<file path="src/rtl/agb_pkg.sv">
// Shared types, constants and helpers of the grid cell binning block.
`default_nettype none

package agb_pkg;

    localparam int MAX_RUN        = 64;
    localparam int AXIS_COUNT_MAX = 64;

    localparam int COORD_W    = 32;
    localparam int SIZE_W     = 31;
    localparam int COUNTS_W   = 21;
    localparam int TAG_W      = 16;
    localparam int IDX_W      = 18;
    localparam int CFG_DATA_W = 32;
    localparam int CFG_IDX_W  = 3;
    localparam int CNT_W      = 7;
    localparam int POS_W      = 6;
    localparam int DIV_W      = 33;
    localparam int DIV_STEPS  = 7;
    localparam int STEP_W     = 3;
    localparam int AXES       = 3;

    localparam logic [COORD_W-1:0]  ORIGIN_XY_RST = 32'hFFEC_7800;
    localparam logic [COORD_W-1:0]  ORIGIN_Z_RST  = 32'hFFFF_FF80;
    localparam logic [SIZE_W-1:0]   SIZE_XY_RST   = 31'd256000;
    localparam logic [SIZE_W-1:0]   SIZE_Z_RST    = 31'd256;
    localparam logic [COUNTS_W-1:0] COUNTS_RST    = 21'd17674;

    typedef enum logic [CFG_IDX_W-1:0] {
        REG_ORIGIN_X = 3'd0,
        REG_ORIGIN_Y = 3'd1,
        REG_ORIGIN_Z = 3'd2,
        REG_SIZE_X   = 3'd3,
        REG_SIZE_Y   = 3'd4,
        REG_SIZE_Z   = 3'd5,
        REG_COUNTS   = 3'd6
    } t_reg_idx;

    typedef struct packed {
        logic [AXES-1:0][COORD_W-1:0] origin;
        logic [AXES-1:0][SIZE_W-1:0]  size;
        logic [COUNTS_W-1:0]          counts;
    } t_cfg;

    typedef struct packed {
        logic [AXES-1:0][COORD_W-1:0] box_min;
        logic [AXES-1:0][COORD_W-1:0] box_max;
        logic [TAG_W-1:0]             box_tag;
    } t_box;

    typedef struct packed {
        logic [TAG_W-1:0] result_tag;
        logic [IDX_W-1:0] cell_index;
        logic             last_cell;
        logic             run_truncated;
    } t_cell;

    typedef enum logic [2:0] {
        ST_IDLE,
        ST_DIV,
        ST_SPAN,
        ST_MUL1,
        ST_MUL2,
        ST_START,
        ST_EMIT
    } t_state;

    typedef struct packed {
        logic              load;
        logic              div_step;
        logic [STEP_W-1:0] step_k;
        logic              span;
        logic              mul1;
        logic              mul2;
        logic              start;
        logic              emit;
    } t_cmd;

    typedef struct packed {
        logic empty;
        logic last;
        logic can_emit;
    } t_status;

    function automatic logic [CNT_W-1:0] sat_count(input logic [CNT_W-1:0] c);
        if (c > CNT_W'(AXIS_COUNT_MAX)) begin
            return CNT_W'(AXIS_COUNT_MAX);
        end
        return c;
    endfunction

endpackage

`default_nettype wire

</file>
<file path="src/rtl/agb_box_if.sv">
// Input channel: one box word with valid and ready.
`default_nettype none

interface agb_box_if;
    import agb_pkg::*;

    logic                      valid;
    logic                      ready;
    logic signed [COORD_W-1:0] box_min_x;
    logic signed [COORD_W-1:0] box_min_y;
    logic signed [COORD_W-1:0] box_min_z;
    logic signed [COORD_W-1:0] box_max_x;
    logic signed [COORD_W-1:0] box_max_y;
    logic signed [COORD_W-1:0] box_max_z;
    logic [TAG_W-1:0]          box_tag;

    modport source (
        output valid, box_min_x, box_min_y, box_min_z,
               box_max_x, box_max_y, box_max_z, box_tag,
        input  ready
    );

    modport sink (
        input  valid, box_min_x, box_min_y, box_min_z,
               box_max_x, box_max_y, box_max_z, box_tag,
        output ready
    );
endinterface

`default_nettype wire

</file>
<file path="src/rtl/agb_cell_if.sv">
// Output channel: one cell word with valid and ready.
`default_nettype none

interface agb_cell_if;
    import agb_pkg::*;

    logic             valid;
    logic             ready;
    logic [TAG_W-1:0] result_tag;
    logic [IDX_W-1:0] cell_index;
    logic             last_cell;
    logic             run_truncated;

    modport source (
        output valid, result_tag, cell_index, last_cell, run_truncated,
        input  ready
    );

    modport sink (
        input  valid, result_tag, cell_index, last_cell, run_truncated,
        output ready
    );
endinterface

`default_nettype wire

</file>
<file path="src/rtl/aabb_grid_cell_binning.sv">
// Uniform grid cell binning of axis-aligned boxes: top level.
//
// Boxes arrive on i_box (valid/ready); one word per covered grid cell leaves on
// o_cell, z outermost and x innermost, with the box tag, linear cell index, a
// last-cell flag and a truncation flag set on every word of a clipped run.
// Configuration is written through i_cfg_we / i_cfg_index / i_cfg_data; the
// user must write it only while the block is idle, which the block itself does
// not enforce. Writes to unmapped indexes are dropped.
//
// A box is accepted while idle, then six divide lanes run seven restoring steps
// in parallel (one quotient bit per cycle, saturating at the axis limit),
// followed by a clamp step (SPAN) and the product steps MUL1 and MUL2. A box
// that covers no cell is finished after MUL1. Otherwise a start step follows
// and the index walker issues one cell per cycle while o_cell is not stalled.
//
// Reset restores the register defaults (10 x 10 x 1 grid) and empties the
// output register. A stalled receiver holds the output word and the walk; the
// next box is taken as soon as the last word of the run sits in the register.
`default_nettype none

module aabb_grid_cell_binning (
    input  logic                           i_clk,
    input  logic                           i_rst_n,
    agb_box_if.sink                        i_box,
    agb_cell_if.source                     o_cell,
    input  logic                           i_cfg_we,
    input  logic [agb_pkg::CFG_IDX_W-1:0]  i_cfg_index,
    input  logic [agb_pkg::CFG_DATA_W-1:0] i_cfg_data
);
    import agb_pkg::*;

    t_cfg    cfg;
    t_box    box;
    t_cmd    cmd;
    t_status status;
    t_cell   cell_word;
    logic    in_ready;
    logic    out_valid;

    assign box.box_min[0] = i_box.box_min_x;
    assign box.box_min[1] = i_box.box_min_y;
    assign box.box_min[2] = i_box.box_min_z;
    assign box.box_max[0] = i_box.box_max_x;
    assign box.box_max[1] = i_box.box_max_y;
    assign box.box_max[2] = i_box.box_max_z;
    assign box.box_tag    = i_box.box_tag;

    agb_cfg_regs u_cfg (
        .i_clk       (i_clk),
        .i_rst_n     (i_rst_n),
        .i_cfg_we    (i_cfg_we),
        .i_cfg_index (i_cfg_index),
        .i_cfg_data  (i_cfg_data),
        .o_cfg       (cfg)
    );

    agb_ctrl u_ctrl (
        .i_clk      (i_clk),
        .i_rst_n    (i_rst_n),
        .i_in_valid (i_box.valid),
        .o_in_ready (in_ready),
        .i_status   (status),
        .o_cmd      (cmd)
    );

    agb_datapath u_dp (
        .i_clk       (i_clk),
        .i_rst_n     (i_rst_n),
        .i_cfg       (cfg),
        .i_box       (box),
        .i_cmd       (cmd),
        .o_status    (status),
        .o_out_valid (out_valid),
        .i_out_ready (o_cell.ready),
        .o_out       (cell_word)
    );

    assign i_box.ready          = in_ready;
    assign o_cell.valid         = out_valid;
    assign o_cell.result_tag    = cell_word.result_tag;
    assign o_cell.cell_index    = cell_word.cell_index;
    assign o_cell.last_cell     = cell_word.last_cell;
    assign o_cell.run_truncated = cell_word.run_truncated;

endmodule

`default_nettype wire

</file>
<file path="src/rtl/agb_cfg_regs.sv">
// Configuration register file: grid origin, cell sizes and cell counts.
`default_nettype none

module agb_cfg_regs (
    input  logic                            i_clk,
    input  logic                            i_rst_n,
    input  logic                            i_cfg_we,
    input  logic [agb_pkg::CFG_IDX_W-1:0]   i_cfg_index,
    input  logic [agb_pkg::CFG_DATA_W-1:0]  i_cfg_data,
    output agb_pkg::t_cfg                   o_cfg
);
    import agb_pkg::*;

    t_cfg r_cfg;

    always_ff @(posedge i_clk) begin
        if (!i_rst_n) begin
            r_cfg.origin[0] <= ORIGIN_XY_RST;
            r_cfg.origin[1] <= ORIGIN_XY_RST;
            r_cfg.origin[2] <= ORIGIN_Z_RST;
            r_cfg.size[0]   <= SIZE_XY_RST;
            r_cfg.size[1]   <= SIZE_XY_RST;
            r_cfg.size[2]   <= SIZE_Z_RST;
            r_cfg.counts    <= COUNTS_RST;
        end else if (i_cfg_we) begin
            case (t_reg_idx'(i_cfg_index))
                REG_ORIGIN_X: r_cfg.origin[0] <= i_cfg_data;
                REG_ORIGIN_Y: r_cfg.origin[1] <= i_cfg_data;
                REG_ORIGIN_Z: r_cfg.origin[2] <= i_cfg_data;
                REG_SIZE_X:   r_cfg.size[0]   <= i_cfg_data[SIZE_W-1:0];
                REG_SIZE_Y:   r_cfg.size[1]   <= i_cfg_data[SIZE_W-1:0];
                REG_SIZE_Z:   r_cfg.size[2]   <= i_cfg_data[SIZE_W-1:0];
                REG_COUNTS:   r_cfg.counts    <= i_cfg_data[COUNTS_W-1:0];
                default: begin
                    // drop writes to unmapped indexes
                end
            endcase
        end
    end

    assign o_cfg = r_cfg;

endmodule

`default_nettype wire

</file>
<file path="src/rtl/agb_ctrl.sv">
// Sequencer: divide steps, span and product setup, then one cell per word slot.
`default_nettype none

module agb_ctrl (
    input  logic              i_clk,
    input  logic              i_rst_n,
    input  logic              i_in_valid,
    output logic              o_in_ready,
    input  agb_pkg::t_status  i_status,
    output agb_pkg::t_cmd     o_cmd
);
    import agb_pkg::*;

    t_state            r_state, n_state;
    logic [STEP_W-1:0] r_step, n_step;

    always_ff @(posedge i_clk) begin
        if (!i_rst_n) begin
            r_state <= ST_IDLE;
            r_step  <= '0;
        end else begin
            r_state <= n_state;
            r_step  <= n_step;
        end
    end

    always_comb begin
        n_state      = r_state;
        n_step       = r_step;
        o_cmd        = '0;
        o_cmd.step_k = r_step;
        o_in_ready   = 1'b0;
        case (r_state)
            ST_IDLE: begin
                o_in_ready = 1'b1;
                if (i_in_valid) begin
                    o_cmd.load = 1'b1;
                    n_step     = STEP_W'(DIV_STEPS - 1);
                    n_state    = ST_DIV;
                end
            end
            ST_DIV: begin
                o_cmd.div_step = 1'b1;
                if (r_step == '0) begin
                    n_state = ST_SPAN;
                end else begin
                    n_step = r_step - STEP_W'(1);
                end
            end
            ST_SPAN: begin
                o_cmd.span = 1'b1;
                n_state    = ST_MUL1;
            end
            ST_MUL1: begin
                o_cmd.mul1 = 1'b1;
                // an empty box ends here with no word
                n_state    = i_status.empty ? ST_IDLE : ST_MUL2;
            end
            ST_MUL2: begin
                o_cmd.mul2 = 1'b1;
                n_state    = ST_START;
            end
            ST_START: begin
                o_cmd.start = 1'b1;
                n_state     = ST_EMIT;
            end
            ST_EMIT: begin
                if (i_status.can_emit) begin
                    o_cmd.emit = 1'b1;
                    if (i_status.last) begin
                        n_state = ST_IDLE;
                    end
                end
            end
            default: begin
                n_state = ST_IDLE;
            end
        endcase
    end

    a_emit_has_slot: assert property (@(posedge i_clk) disable iff (!i_rst_n)
        o_cmd.emit |-> i_status.can_emit)
        else $error("cell issued with output slot occupied");

    a_last_ends_run: assert property (@(posedge i_clk) disable iff (!i_rst_n)
        (o_cmd.emit && i_status.last) |=> (r_state == ST_IDLE))
        else $error("run did not end after last cell");

    a_load_starts_div: assert property (@(posedge i_clk) disable iff (!i_rst_n)
        o_cmd.load |=> (r_state == ST_DIV && r_step == STEP_W'(DIV_STEPS - 1)))
        else $error("divide did not start after box accepted");

endmodule

`default_nettype wire

</file>
<file path="src/rtl/agb_datapath.sv">
// Datapath: six saturating divide lanes, clamp and span, index walk, output register.
`default_nettype none

module agb_datapath (
    input  logic             i_clk,
    input  logic             i_rst_n,
    input  agb_pkg::t_cfg    i_cfg,
    input  agb_pkg::t_box    i_box,
    input  agb_pkg::t_cmd    i_cmd,
    output agb_pkg::t_status o_status,
    output logic             o_out_valid,
    input  logic             i_out_ready,
    output agb_pkg::t_cell   o_out
);
    import agb_pkg::*;

    localparam int LANES = 2 * AXES;
    localparam int SH_W  = DIV_W + DIV_STEPS - 3;  // room for size << 6

    // divide lanes: 0..2 box minimum, 3..5 box maximum
    logic [DIV_W-1:0] r_rem [LANES];
    logic             r_neg [LANES];
    logic             r_sat [LANES];
    logic [POS_W-1:0] r_q   [LANES];
    logic [TAG_W-1:0] r_tag;

    logic [DIV_W-1:0]  lane_d   [LANES];
    logic [DIV_W-1:0]  lane_mag [LANES];
    logic [SH_W-1:0]   lane_sh  [LANES];
    logic [SH_W-1:0]   lane_df  [LANES];
    logic              lane_ge  [LANES];
    logic [SIZE_W-1:0] axis_s   [AXES];
    logic [COORD_W-1:0] lane_c  [LANES];

    // span results
    logic [POS_W-1:0] r_lo   [AXES];
    logic [POS_W-1:0] r_hi   [AXES];
    logic [CNT_W-1:0] r_span [AXES];
    logic             r_empty;
    logic [CNT_W-1:0] r_cx;
    logic [CNT_W-1:0] r_cy;

    logic [CNT_W-1:0] ax_cnt  [AXES];
    logic [CNT_W-1:0] ax_cm1  [AXES];
    logic [CNT_W-1:0] ax_lo   [AXES];
    logic [CNT_W-1:0] ax_hi   [AXES];
    logic [CNT_W-1:0] ax_hic  [AXES];
    logic             ax_empty[AXES];

    // products
    logic [12:0] r_sxy;
    logic [12:0] r_cxcy;
    logic [12:0] r_ybase;
    logic [18:0] r_total;
    logic [IDX_W-1:0] r_zbase;
    logic [13:0] sxy_p;
    logic [13:0] cxcy_p;
    logic [19:0] total_p;
    logic [18:0] zbase_p;

    // walk state
    logic [POS_W-1:0] r_x, r_y, r_z;
    logic [IDX_W-1:0] r_idx, r_row, r_plane;
    logic [CNT_W-1:0] r_n, r_count;
    logic             r_trunc;
    logic [CNT_W-1:0] n_next;
    logic [IDX_W-1:0] plane_next;
    logic [IDX_W-1:0] plane_row;
    logic [IDX_W-1:0] row_next;

    t_cell r_out;
    logic  r_out_valid;

    always_comb begin
        for (int a = 0; a < AXES; a++) begin
            axis_s[a] = (i_cfg.size[a] == '0) ? SIZE_W'(1) : i_cfg.size[a];
            lane_c[a]        = i_box.box_min[a];
            lane_c[a + AXES] = i_box.box_max[a];
        end
        for (int m = 0; m < 2; m++) begin
            for (int a = 0; a < AXES; a++) begin
                lane_d[m*AXES + a] = {lane_c[m*AXES + a][COORD_W-1], lane_c[m*AXES + a]}
                                   - {i_cfg.origin[a][COORD_W-1], i_cfg.origin[a]};
                lane_mag[m*AXES + a] = lane_d[m*AXES + a][DIV_W-1]
                                     ? (~lane_d[m*AXES + a] + DIV_W'(1))
                                     : lane_d[m*AXES + a];
                lane_sh[m*AXES + a]  = SH_W'(axis_s[a]) << i_cmd.step_k;
                lane_ge[m*AXES + a]  = SH_W'(r_rem[m*AXES + a]) >= lane_sh[m*AXES + a];
                lane_df[m*AXES + a]  = SH_W'(r_rem[m*AXES + a]) - lane_sh[m*AXES + a];
            end
        end
    end

    always_ff @(posedge i_clk) begin
        if (i_cmd.load) begin
            r_tag <= i_box.box_tag;
            for (int l = 0; l < LANES; l++) begin
                r_rem[l] <= lane_mag[l];
                r_neg[l] <= lane_d[l][DIV_W-1];
                r_sat[l] <= 1'b0;
                r_q[l]   <= '0;
            end
        end else if (i_cmd.div_step) begin
            for (int l = 0; l < LANES; l++) begin
                if (lane_ge[l]) begin
                    r_rem[l] <= lane_df[l][DIV_W-1:0];
                    // top step only flags that the quotient reaches the axis limit
                    if (i_cmd.step_k == STEP_W'(DIV_STEPS - 1)) begin
                        r_sat[l] <= 1'b1;
                    end else begin
                        r_q[l][i_cmd.step_k] <= 1'b1;
                    end
                end
            end
        end
    end

    always_comb begin
        for (int a = 0; a < AXES; a++) begin
            ax_cnt[a] = sat_count(i_cfg.counts[a*CNT_W +: CNT_W]);
            ax_cm1[a] = ax_cnt[a] - CNT_W'(1);
            ax_lo[a]  = r_neg[a] ? '0
                      : (r_sat[a] ? CNT_W'(AXIS_COUNT_MAX) : {1'b0, r_q[a]});
            ax_hi[a]  = r_neg[a + AXES] ? '0
                      : (r_sat[a + AXES] ? CNT_W'(AXIS_COUNT_MAX) : {1'b0, r_q[a + AXES]});
            ax_hic[a] = (ax_hi[a] > ax_cm1[a]) ? ax_cm1[a] : ax_hi[a];
            // a negative maximum of a cell or more lies before the grid
            ax_empty[a] = (ax_cnt[a] == '0)
                        || (r_neg[a + AXES] && (r_sat[a + AXES] || r_q[a + AXES] != '0))
                        || (ax_lo[a] > ax_hic[a]);
        end
    end

    always_ff @(posedge i_clk) begin
        if (i_cmd.span) begin
            for (int a = 0; a < AXES; a++) begin
                r_lo[a]   <= ax_lo[a][POS_W-1:0];
                r_hi[a]   <= ax_hic[a][POS_W-1:0];
                r_span[a] <= ax_hic[a] - ax_lo[a] + CNT_W'(1);
            end
            r_empty <= ax_empty[0] || ax_empty[1] || ax_empty[2];
            r_cx    <= ax_cnt[0];
            r_cy    <= ax_cnt[1];
        end
    end

    assign sxy_p   = 14'(r_span[0]) * 14'(r_span[1]);
    assign cxcy_p  = 14'(r_cx) * 14'(r_cy);
    assign total_p = 20'(r_sxy) * 20'(r_span[2]);
    assign zbase_p = 19'(r_lo[2]) * 19'(r_cxcy);

    always_ff @(posedge i_clk) begin
        if (i_cmd.mul1) begin
            r_sxy   <= sxy_p[12:0];
            r_cxcy  <= cxcy_p[12:0];
            r_ybase <= 13'(r_lo[1]) * 13'(r_cx);
        end
        if (i_cmd.mul2) begin
            r_total <= total_p[18:0];
            r_zbase <= zbase_p[IDX_W-1:0];
        end
    end

    assign n_next     = r_n + CNT_W'(1);
    assign plane_next = r_plane + IDX_W'(r_cxcy);
    assign plane_row  = plane_next + IDX_W'(r_ybase);
    assign row_next   = r_row + IDX_W'(r_cx);

    always_ff @(posedge i_clk) begin
        if (i_cmd.start) begin
            r_trunc <= r_total > 19'(MAX_RUN);
            r_count <= (r_total > 19'(MAX_RUN)) ? CNT_W'(MAX_RUN) : r_total[CNT_W-1:0];
            r_idx   <= r_zbase + IDX_W'(r_ybase) + IDX_W'(r_lo[0]);
            r_row   <= r_zbase + IDX_W'(r_ybase);
            r_plane <= r_zbase;
            r_x     <= r_lo[0];
            r_y     <= r_lo[1];
            r_z     <= r_lo[2];
            r_n     <= '0;
        end else if (i_cmd.emit) begin
            r_n <= n_next;
            if (r_x == r_hi[0]) begin
                r_x <= r_lo[0];
                if (r_y == r_hi[1]) begin
                    // next plane restarts at the lowest covered row
                    r_y     <= r_lo[1];
                    r_z     <= r_z + POS_W'(1);
                    r_plane <= plane_next;
                    r_row   <= plane_row;
                    r_idx   <= plane_row + IDX_W'(r_lo[0]);
                end else begin
                    r_y   <= r_y + POS_W'(1);
                    r_row <= row_next;
                    r_idx <= row_next + IDX_W'(r_lo[0]);
                end
            end else begin
                r_x   <= r_x + POS_W'(1);
                r_idx <= r_idx + IDX_W'(1);
            end
        end
    end

    always_ff @(posedge i_clk) begin
        if (i_cmd.emit) begin
            r_out.result_tag    <= r_tag;
            r_out.cell_index    <= r_idx;
            r_out.last_cell     <= (n_next == r_count);
            r_out.run_truncated <= r_trunc;
        end
    end

    always_ff @(posedge i_clk) begin
        if (!i_rst_n) begin
            r_out_valid <= 1'b0;
        end else if (i_cmd.emit) begin
            r_out_valid <= 1'b1;
        end else if (i_out_ready) begin
            r_out_valid <= 1'b0;
        end
    end

    assign o_status.empty    = r_empty;
    assign o_status.last     = (n_next == r_count);
    assign o_status.can_emit = !r_out_valid || i_out_ready;
    assign o_out_valid       = r_out_valid;
    assign o_out             = r_out;

    a_run_in_bounds: assert property (@(posedge i_clk) disable iff (!i_rst_n)
        i_cmd.emit |-> (r_n < r_count))
        else $error("cell issued past end of run");

    a_walk_in_box: assert property (@(posedge i_clk) disable iff (!i_rst_n)
        i_cmd.emit |-> (r_x <= r_hi[0] && r_y <= r_hi[1] && r_z <= r_hi[2]))
        else $error("cell walk left the clamped box");

    a_out_held: assert property (@(posedge i_clk) disable iff (!i_rst_n)
        (o_out_valid && !i_out_ready) |=> (o_out_valid && $stable(o_out)))
        else $error("output word changed while stalled");

endmodule

`default_nettype wire

</file>
<file path="src/flat_wrapper.sv">
// flat-port wrapper written by rule: the top's interface ports become plain ports
module aabb_grid_cell_binning_flat import agb_pkg::*;
  (i_clk, i_rst_n, i_cfg_we, i_cfg_index, i_cfg_data, i_box_valid, i_box_box_min_x, i_box_box_min_y, i_box_box_min_z, i_box_box_max_x, i_box_box_max_y, i_box_box_max_z, i_box_box_tag, i_box_ready, o_cell_valid, o_cell_result_tag, o_cell_cell_index, o_cell_last_cell, o_cell_run_truncated, o_cell_ready);
  agb_box_if i_box_i ();
  agb_cell_if o_cell_i ();
  input  logic i_clk;
  input  logic i_rst_n;
  input  logic i_cfg_we;
  input  logic [agb_pkg::CFG_IDX_W-1:0] i_cfg_index;
  input  logic [agb_pkg::CFG_DATA_W-1:0] i_cfg_data;
  input wire logic [$bits(i_box_i.valid)-1:0] i_box_valid;
  input wire logic [$bits(i_box_i.box_min_x)-1:0] i_box_box_min_x;
  input wire logic [$bits(i_box_i.box_min_y)-1:0] i_box_box_min_y;
  input wire logic [$bits(i_box_i.box_min_z)-1:0] i_box_box_min_z;
  input wire logic [$bits(i_box_i.box_max_x)-1:0] i_box_box_max_x;
  input wire logic [$bits(i_box_i.box_max_y)-1:0] i_box_box_max_y;
  input wire logic [$bits(i_box_i.box_max_z)-1:0] i_box_box_max_z;
  input wire logic [$bits(i_box_i.box_tag)-1:0] i_box_box_tag;
  output wire logic [$bits(i_box_i.ready)-1:0] i_box_ready;
  output wire logic [$bits(o_cell_i.valid)-1:0] o_cell_valid;
  output wire logic [$bits(o_cell_i.result_tag)-1:0] o_cell_result_tag;
  output wire logic [$bits(o_cell_i.cell_index)-1:0] o_cell_cell_index;
  output wire logic [$bits(o_cell_i.last_cell)-1:0] o_cell_last_cell;
  output wire logic [$bits(o_cell_i.run_truncated)-1:0] o_cell_run_truncated;
  input wire logic [$bits(o_cell_i.ready)-1:0] o_cell_ready;
  assign i_box_i.valid = i_box_valid;
  assign i_box_i.box_min_x = i_box_box_min_x;
  assign i_box_i.box_min_y = i_box_box_min_y;
  assign i_box_i.box_min_z = i_box_box_min_z;
  assign i_box_i.box_max_x = i_box_box_max_x;
  assign i_box_i.box_max_y = i_box_box_max_y;
  assign i_box_i.box_max_z = i_box_box_max_z;
  assign i_box_i.box_tag = i_box_box_tag;
  assign i_box_ready = i_box_i.ready;
  assign o_cell_valid = o_cell_i.valid;
  assign o_cell_result_tag = o_cell_i.result_tag;
  assign o_cell_cell_index = o_cell_i.cell_index;
  assign o_cell_last_cell = o_cell_i.last_cell;
  assign o_cell_run_truncated = o_cell_i.run_truncated;
  assign o_cell_i.ready = o_cell_ready;
  aabb_grid_cell_binning u_core (.i_clk(i_clk), .i_rst_n(i_rst_n), .i_box(i_box_i), .o_cell(o_cell_i), .i_cfg_we(i_cfg_we), .i_cfg_index(i_cfg_index), .i_cfg_data(i_cfg_data));
endmodule
</file>
<file path="config.mk">
export PLATFORM = sky130hd
export DESIGN_NAME = aabb_grid_cell_binning_flat
export DESIGN_NICKNAME = d
export VERILOG_FILES = /design/src/rtl/agb_pkg.sv /design/src/rtl/agb_box_if.sv /design/src/rtl/agb_cell_if.sv /design/src/rtl/aabb_grid_cell_binning.sv /design/src/rtl/agb_cfg_regs.sv /design/src/rtl/agb_ctrl.sv /design/src/rtl/agb_datapath.sv /design/src/flat_wrapper.sv
export SDC_FILE = /design/constraint.sdc
export NUM_CORES = 2
export LEC_CHECK = 0
export BUFFER_PORTS_ARGS = -buffer_cell sky130_fd_sc_hd__buf_4
export CAP_MARGIN = 10
export CELL_PAD_IN_SITES_DETAIL_PLACEMENT = 1
export CELL_PAD_IN_SITES_GLOBAL_PLACEMENT = 1
export CORE_AREA = 2 2 392 355
export CTS_BUF_LIST = sky130_fd_sc_hd__clkbuf_16
export DETAILED_ROUTE_END_ITERATION = 6
export DIE_AREA = 0 0 394 357
export PLACE_DENSITY_LB_ADDON = 0.3
export SETUP_SLACK_MARGIN = 0.02
export SYNTH_ARGS = -nofsm -noshare
export SYNTH_HDL_FRONTEND = slang
export SYNTH_SLANG_ARGS = --single-unit
</file>
<file path="constraint.sdc">
create_clock -name i_clk -period 17.59 [get_ports i_clk]
set_input_delay 0.8795 -clock i_clk [delete_from_list [all_inputs] [get_ports i_clk]]
set_output_delay 0.8795 -clock i_clk [all_outputs]
set_load 0.1 [all_outputs]
</file>
After elaboration in Yosys (flattened, before gate mapping)
Memories as Yosys holds them, arrays and structs flattened.
Index checks and enable logic that the tools add are counted.
{ "totals": {"elab_cells": 424, "input_bits": 248, "out_inout_bits": 38, "regBits": 441, "ramBits": 303, "n_memories": 7} }
{ "classes": {"order_cmp": 18, "muxes": 201, "bitwise": 54, "mul": 5, "shifts": 3, "reduce_logical": 45, "add_sub_neg": 39, "n_eq_ne": 21} }
{ "mem_list": {"columns": ["name", "words", "width", "read_ports", "rd_ports_with_merged_regs", "write_ports", "line_no", "rtl"], "rows": [
  ["u_core.u_dp.r_rem", 6, 33, 6, 0, 6, "agb_datapath.sv:21", "logic [DIV_W-1:0] r_rem [LANES];"],
  ["u_core.u_dp.r_q", 6, 6, 6, 0, 6, "agb_datapath.sv:24", "logic [POS_W-1:0] r_q [LANES];"],
  ["u_core.u_dp.r_span", 3, 7, 3, 0, 3, "agb_datapath.sv:38", "logic [CNT_W-1:0] r_span [AXES];"],
  ["u_core.u_dp.r_hi", 3, 6, 2, 0, 3, "agb_datapath.sv:37", "logic [POS_W-1:0] r_hi [AXES];"],
  ["u_core.u_dp.r_lo", 3, 6, 3, 0, 3, "agb_datapath.sv:36", "logic [POS_W-1:0] r_lo [AXES];"],
  ["u_core.u_dp.r_neg", 6, 1, 6, 0, 6, "agb_datapath.sv:22", "logic r_neg [LANES];"],
  ["+1 memories", null, null, null, null, null, null, null]
]} }
{ "ops": {"columns": ["cell", "n"], "rows": [
  ["two-way mux 33 bit", 12],
  [">= comparator 33 x 37 -> 1 bit", 6],
  ["two-way mux 18 bit", 12],
  ["adder 33 x 1 -> 33 bit (second input constant)", 6],
  ["NOT 33 bit", 6],
  ["subtractor 32 x 32 -> 33 bit", 6],
  ["subtractor 33 bit", 6],
  ["two-way mux 7 bit", 21],
  ["two-way mux 1 bit", 130],
  ["<< shifter 31 x 3 -> 37 bit", 3],
  ["zero test 31 bit", 3],
  ["two-way mux 31 bit", 3],
  ["two-way mux 6 bit", 13],
  ["adder 18 x 13 -> 18 bit", 3],
  ["adder 18 x 6 -> 18 bit", 3],
  ["bitwise OR 1 bit", 48],
  ["> comparator 7 bit", 6],
  ["adder 7 x 1 -> 7 bit (second input constant)", 4],
  ["multiplier 7 x 7 -> 13 bit", 2],
  ["equality test 3 bit (second input constant)", 7],
  ["> comparator 7 bit (second input constant)", 3],
  ["zero test 7 bit", 3],
  ["two-way mux 3 bit", 7],
  ["case mux 3 bit (7 select lines)", 1],
  ["29 further kinds", 72]
]} }

Depth between registers and ports, before layout
{ "logic_depth": {"ltp_word": 10, "mapped_depth": 27} }

Modules after synthesis
From an unflattened synthesis, not the netlist that was laid out.
{ "unflattened": {"hier_cells": 7929, "area_unflattened_um2": 70988.1} }
{ "by_module_without_submodules": {"columns": ["module", "cells_each", "area_per_inst_um2", "instances"], "rows": [
  ["agb_datapath", 7123, 62591.3, 1],
  ["agb_cfg_regs", 759, 7977.7, 1],
  ["agb_ctrl", 47, 419.2, 1]
]} }

Worst setup path after synthesis
OpenSTA, ideal clock, no wires.
{ "synth_timing": {"kind": "register to register", "startpoint": "register u_core.u_ctrl.r_step[0]", "endpoint": "memory u_core.u_dp.r_rem[3][0], enable pin", "t_required_ns": 17.105, "stages_incl_launch_ff": 20, "t_arrival_ns": 5.901, "setup_slack_ns": 11.203, "period_less_slack_ns": 6.387, "setup_time_ns": 0.485, "path_cell_list": "dfxtp_1 > clkbuf_1 > buf_1 > clkbuf_1 > buf_1 > mux4_2 > mux2i_1 > ha_1 > a21o_1 > a21o_1 > a21o_1 > nor3b_1 > a21o_1 > and2_1 > o21a_1 > o21ai_0 > a221oi_1 > buf_2 > buf_2 > nand2_1"} }
{ "synth_lines": {"columns": ["item", "line_no", "rtl"], "rows": [
  ["start: declaration", "agb_ctrl.sv:15", "logic [STEP_W-1:0] r_step, n_step;"],
  ["start signal: assignment", "agb_ctrl.sv:23", "r_step <= n_step;"],
  ["end: declaration", "agb_datapath.sv:21", null]
]} }

==> summary.txt <==
Die
  – Die ar.: between 100000 and 150000 um2
  – Die width: ~400 um
  – IO Count: 286
  – Starting Density: a little over half
  – Core Rows: around 130
  – Core area: ~140000 um2
  – Die Span Y: about 360 um

Placed design
  – RePlAce Congestion: roughly 0.94
  – Setup Slack @ Placement: between 10000 and 15000 ps
  – Cell Area, Placed: between 70000 and 80000 um2
  – Port bufs: between 200 and 300
  – Dpl hpwl: a little under 200 mm

Detailed routing
  – WL final: 258 mm
  – Wire length per cell: 25.0 um
  – Vias/cell: between 6 and 7
  – Drt first pass iters: 6
  – Via count: about 66000
  – DR iter-0 viols: between 5000 and 6000
  – Final ANT Viol Nets: 0
  – DRC Markers: 0

Layout
  – Post-route cell area: about 80000 um2
  – Fill count: 16051
  – Ratio of cells with drive above 1 in the final layout: between 8 and 9%
  – Layout area overhead: 9.63%
  – Nets: 9504

Logic synthesis
  – Post-synth EDFFs: about 480
  – Net Count, Synth: around 9400
  – Post-synthesis sequential area ratio: a little over a quarter
  – Yosys warning total: 0
  – Ys async rst share: 0%
  – Main synth FF type: edfxtp_1
  – Synthesized area: a little over 70000 um2
  – Flops & latches, synth: around 740
  – Syn Area/Cell: between 8 and 9 um2
  – Unique cell type count in the Yosys netlist: between 100 and 150
  – Syn Inst Count: approximately 8300

STA
  – Relative slew slack: approximately 8.7%
  – Total negative setup slack: 0 ps
  – Setup WS post-layout: slightly above 10000 ps
  – Setup violations, final: 0
  – Final Hold Fails: 0
  – Final hold slack: between 200 and 300 ps
  – Actual slew at the worst max-slew pin: 1350 ps
  – Max Clk Rate: 0.138 GHz
  – Min Tclk post-route: ~7200 ps
  – Period utilization: 41.2%
  – Final max-slew violation count: 0
  – RSZ-0062 raised after global routing: false
  – Layout Skew: about 53 ps

Clocking
  – Clock transition at the registers of the reported paths: 70 ps
  – CTS Root Cell: clkbuf_16
  – H-Tree Depth: 3
  – CTS tree: built
  – Cts bufs inserted: 92
  – Worst-Skew Late Latency: about 750 ps
  – Postcts setup bufs: 0
  – Number of buffers inserted by hold repair at cts: 0
  – CTS Buffer Depth: 3
  – Clk sinks: about 740
  – CTS resizes: 0

Critical path
  – Crit-path max FO: 78
  – Crit Path Class: flop to flop
  – WP data arrival: between 7000 and 8000 ps
  – R2r setup slk: 10340 ps
  – CP bufs+invs: 2
  – Type of origin of the critical path: flop
  – Biggest cell delay along the critical path: roughly 800 ps
  – Worst r2r dst: u_core.u_dp.r_rem[5][25]
  – Crit-path slowest cell: buf_4
  – CP cell instances: buf_4 > mux2_2 > nor2_1 > o31a_1 > ha_1 > nand4_1 > nor3b_1 > a21boi_0 > o31a_1 > a221o_1 > a211oi_1 > o21ai_0 > a21oi_1 > a21oi_4 > buf_4 > or2_2
  – RR Startpoint: u_core.u_ctrl.r_step[1]
  – Worst Reg2Reg Path Length in Cells: 16
  – CP top delay family: compound AO/OA/AOI/OAI gates
  – CP Capture Type: flop
  – Critical Path RT: approximately 18000 ps

Pwr
  – Pwr Density: approximately 120 nW/um2
  – Leak: 33.1 nW
  – Maximum vdd drop: ~0.000094 V
  – Total Power: around 9.8 mW

Min path
  – Hold crit path type: input port to flop
  – Hold Crit Start: i_box_box_tag[6]
  – Worst-case hold path end point: u_core.u_dp.r_tag[6]
  – Hold Crit Depth: 1

Global routing
  – Overflow after GRT: 0
  – Antenna violations before repair: 15
  – GRT Resource Usage Total: a little over a third
  – Global-route wire length before repair: between 300 and 400 mm
  – Largest net degree at the start of global routing: 95
  – Vias in the first global route: around 67000

Job
  – Max-cap viol count: 0

Run status
  – Outcome: finished, final reports clean
[where the power goes]
group	leakage, nW	switching, mW	internal (mW)
combinational	24.9	3.19	2.13
sequential	6.59	0.191	2.29
clock	1.58	0.904	1.10
total	33.1	4.29	5.53
[synthesized netlist by cell type, types with 22 or more instances]
| cell | n | area [um2] |
|---|---|---|
| nand2_1 | 1063 | 3990 |
| nor4_1 | 72 | 450 |
| a21oi_1 | 604 | 3020 |
| a31oi_1 | 83 | 519 |
| xnor2_1 | 419 | 3670 |
| a21o_1 | 244 | 1830 |
| o211ai_1 | 100 | 751 |
| clkbuf_1 | 258 | 968 |
| and2_1 | 192 | 1200 |
| xor2_1 | 274 | 2400 |
| buf_2 | 26 | 130 |
| or2_2 | 35 | 219 |
| nor2_1 | 533 | 2000 |
| o2111ai_1 | 22 | 193 |
| nor2b_1 | 104 | 651 |
| fa_1 | 187 | 3740 |
| dfxtp_1 | 259 | 5180 |
| nor3b_1 | 27 | 203 |
| mux2_2 | 32 | 360 |
| ha_1 | 680 | 8510 |
| inv_1 | 496 | 1860 |
| o31ai_1 | 40 | 300 |
| a211o_1 | 25 | 219 |
| o21a_1 | 86 | 646 |
| a211oi_1 | 82 | 616 |
| a21boi_0 | 145 | 1090 |
| edfxtp_1 | 479 | 14400 |
| mux4_2 | 62 | 1400 |
| nor3_1 | 151 | 756 |
| and3_1 | 71 | 444 |
| mux2i_1 | 163 | 1630 |
| nand3_1 | 170 | 851 |
| o21bai_1 | 71 | 533 |
| or3_1 | 50 | 313 |
| buf_1 | 27 | 101 |
| o21ai_0 | 364 | 1820 |
| nand2b_1 | 91 | 569 |
| a31o_2 | 22 | 193 |
| a221oi_1 | 22 | 193 |
| nand4_1 | 91 | 569 |
[worst max path at each step]
stage	startpoint	to	cells after the start
3_5_place_dp	u_core.u_ctrl.r_step[1]	u_core.u_dp.r_rem[5][30]	16
4_1_cts	u_core.u_ctrl.r_step[1]	u_core.u_dp.r_rem[5][28]	16
3_3_place_gp	u_core.u_ctrl.r_step[1]	u_core.u_dp.r_rem[5][30]	16
5_1_grt	u_core.u_ctrl.r_step[1]	u_core.u_dp.r_rem[5][25]	17
6_report	u_core.u_ctrl.r_step[1]	u_core.u_dp.r_rem[5][25]	16
2_1_floorplan	u_core.u_ctrl.r_step[0]	u_core.u_dp.r_rem[3][0]	19
[per-stage QoR]
step | std cells | util (%)
2_1_floorplan | 8275 | -
3_3_place_gp | 10128 | 55.2
3_5_place_dp | 10128 | 55.2
4_1_cts | 10301 | 57.5
5_1_grt | 10304 | 57.6
6_report | 10323 | 57.6
[flip-flops by register name (all words and copies together) (netlist names), 19 cells and up]
register,cells
u_core.u_dp.o_out,36
u_core.u_cfg.o_cfg,210
u_core.u_dp.r_span,21
u_core.u_dp.r_total,19
u_core.u_dp.r_rem,198
u_core.u_dp.r_q,36
[cell families after synthesis]
| kind of cell | after synthesis | synth area share, % |
|---|---|---|
| adders and majority gates | 867 | 17.1 |
| muxes | 257 | 4.72 |
| DFF | 738 | 27.2 |
| xor gates and xnor gates | 695 | 8.52 |
| and+or+nand+nor | 2768 | 18.5 |
| buffers and inverters | 812 | 4.30 |
| AOI/OAI and AO/OA | 2138 | 19.6 |
[placed cells by master, fill, tap and decap left out, drive strengths merged, types with 25 or more instances in the layout]
cell	synthesis	layout
o31ai	40	40
a211o	25	25
and2	194	194
clkbuf	260	100
inv	496	525
xor2	274	274
nor4	76	76
nand3	170	170
or3	51	51
nor3b	27	27
fa	187	187
ha	680	680
mux4	62	62
clkinv	2	35
nor2	533	533
a21oi	606	606
nand2	1063	1063
nand4	91	91
and3	71	71
a211oi	85	85
nand2b	91	91
a2111oi	26	26
o21a	86	86
o211ai	100	100
o21ai	378	378
buf	54	334
or2	35	35
a31oi	84	84
o21bai	72	72
dfxtp	259	259
xnor2	420	420
mux2i	163	163
a21o	245	245
mux2	32	32
edfxtp	479	479
nor3	153	153
nor2b	104	104
a21boi	146	146
[layout make-up]
type	count	area, um2	share of cell area, %
antenna	21	52.6	0.0667
clock buffer	100	2500	3.18
clock inverter	73	639	0.812
inverter	498	1870	2.38
multi-input combinational	6725	49300	62.6
sequential	738	19600	24.9
tap	1834	2290	2.91
timing repair buffer	334	2530	3.21
[metal layers]
layer / global-route usage (%) / wire (um) / part of all wire, %
met5: 0 / 66 / 0.026
met4: 15.6 / 11600 / 4.5
met3: 5.63 / 17400 / 6.7
met2: 59.3 / 121000 / 47
met1: 46.0 / 108000 / 42
Note: power is estimated with default switching activity, not from simulation.
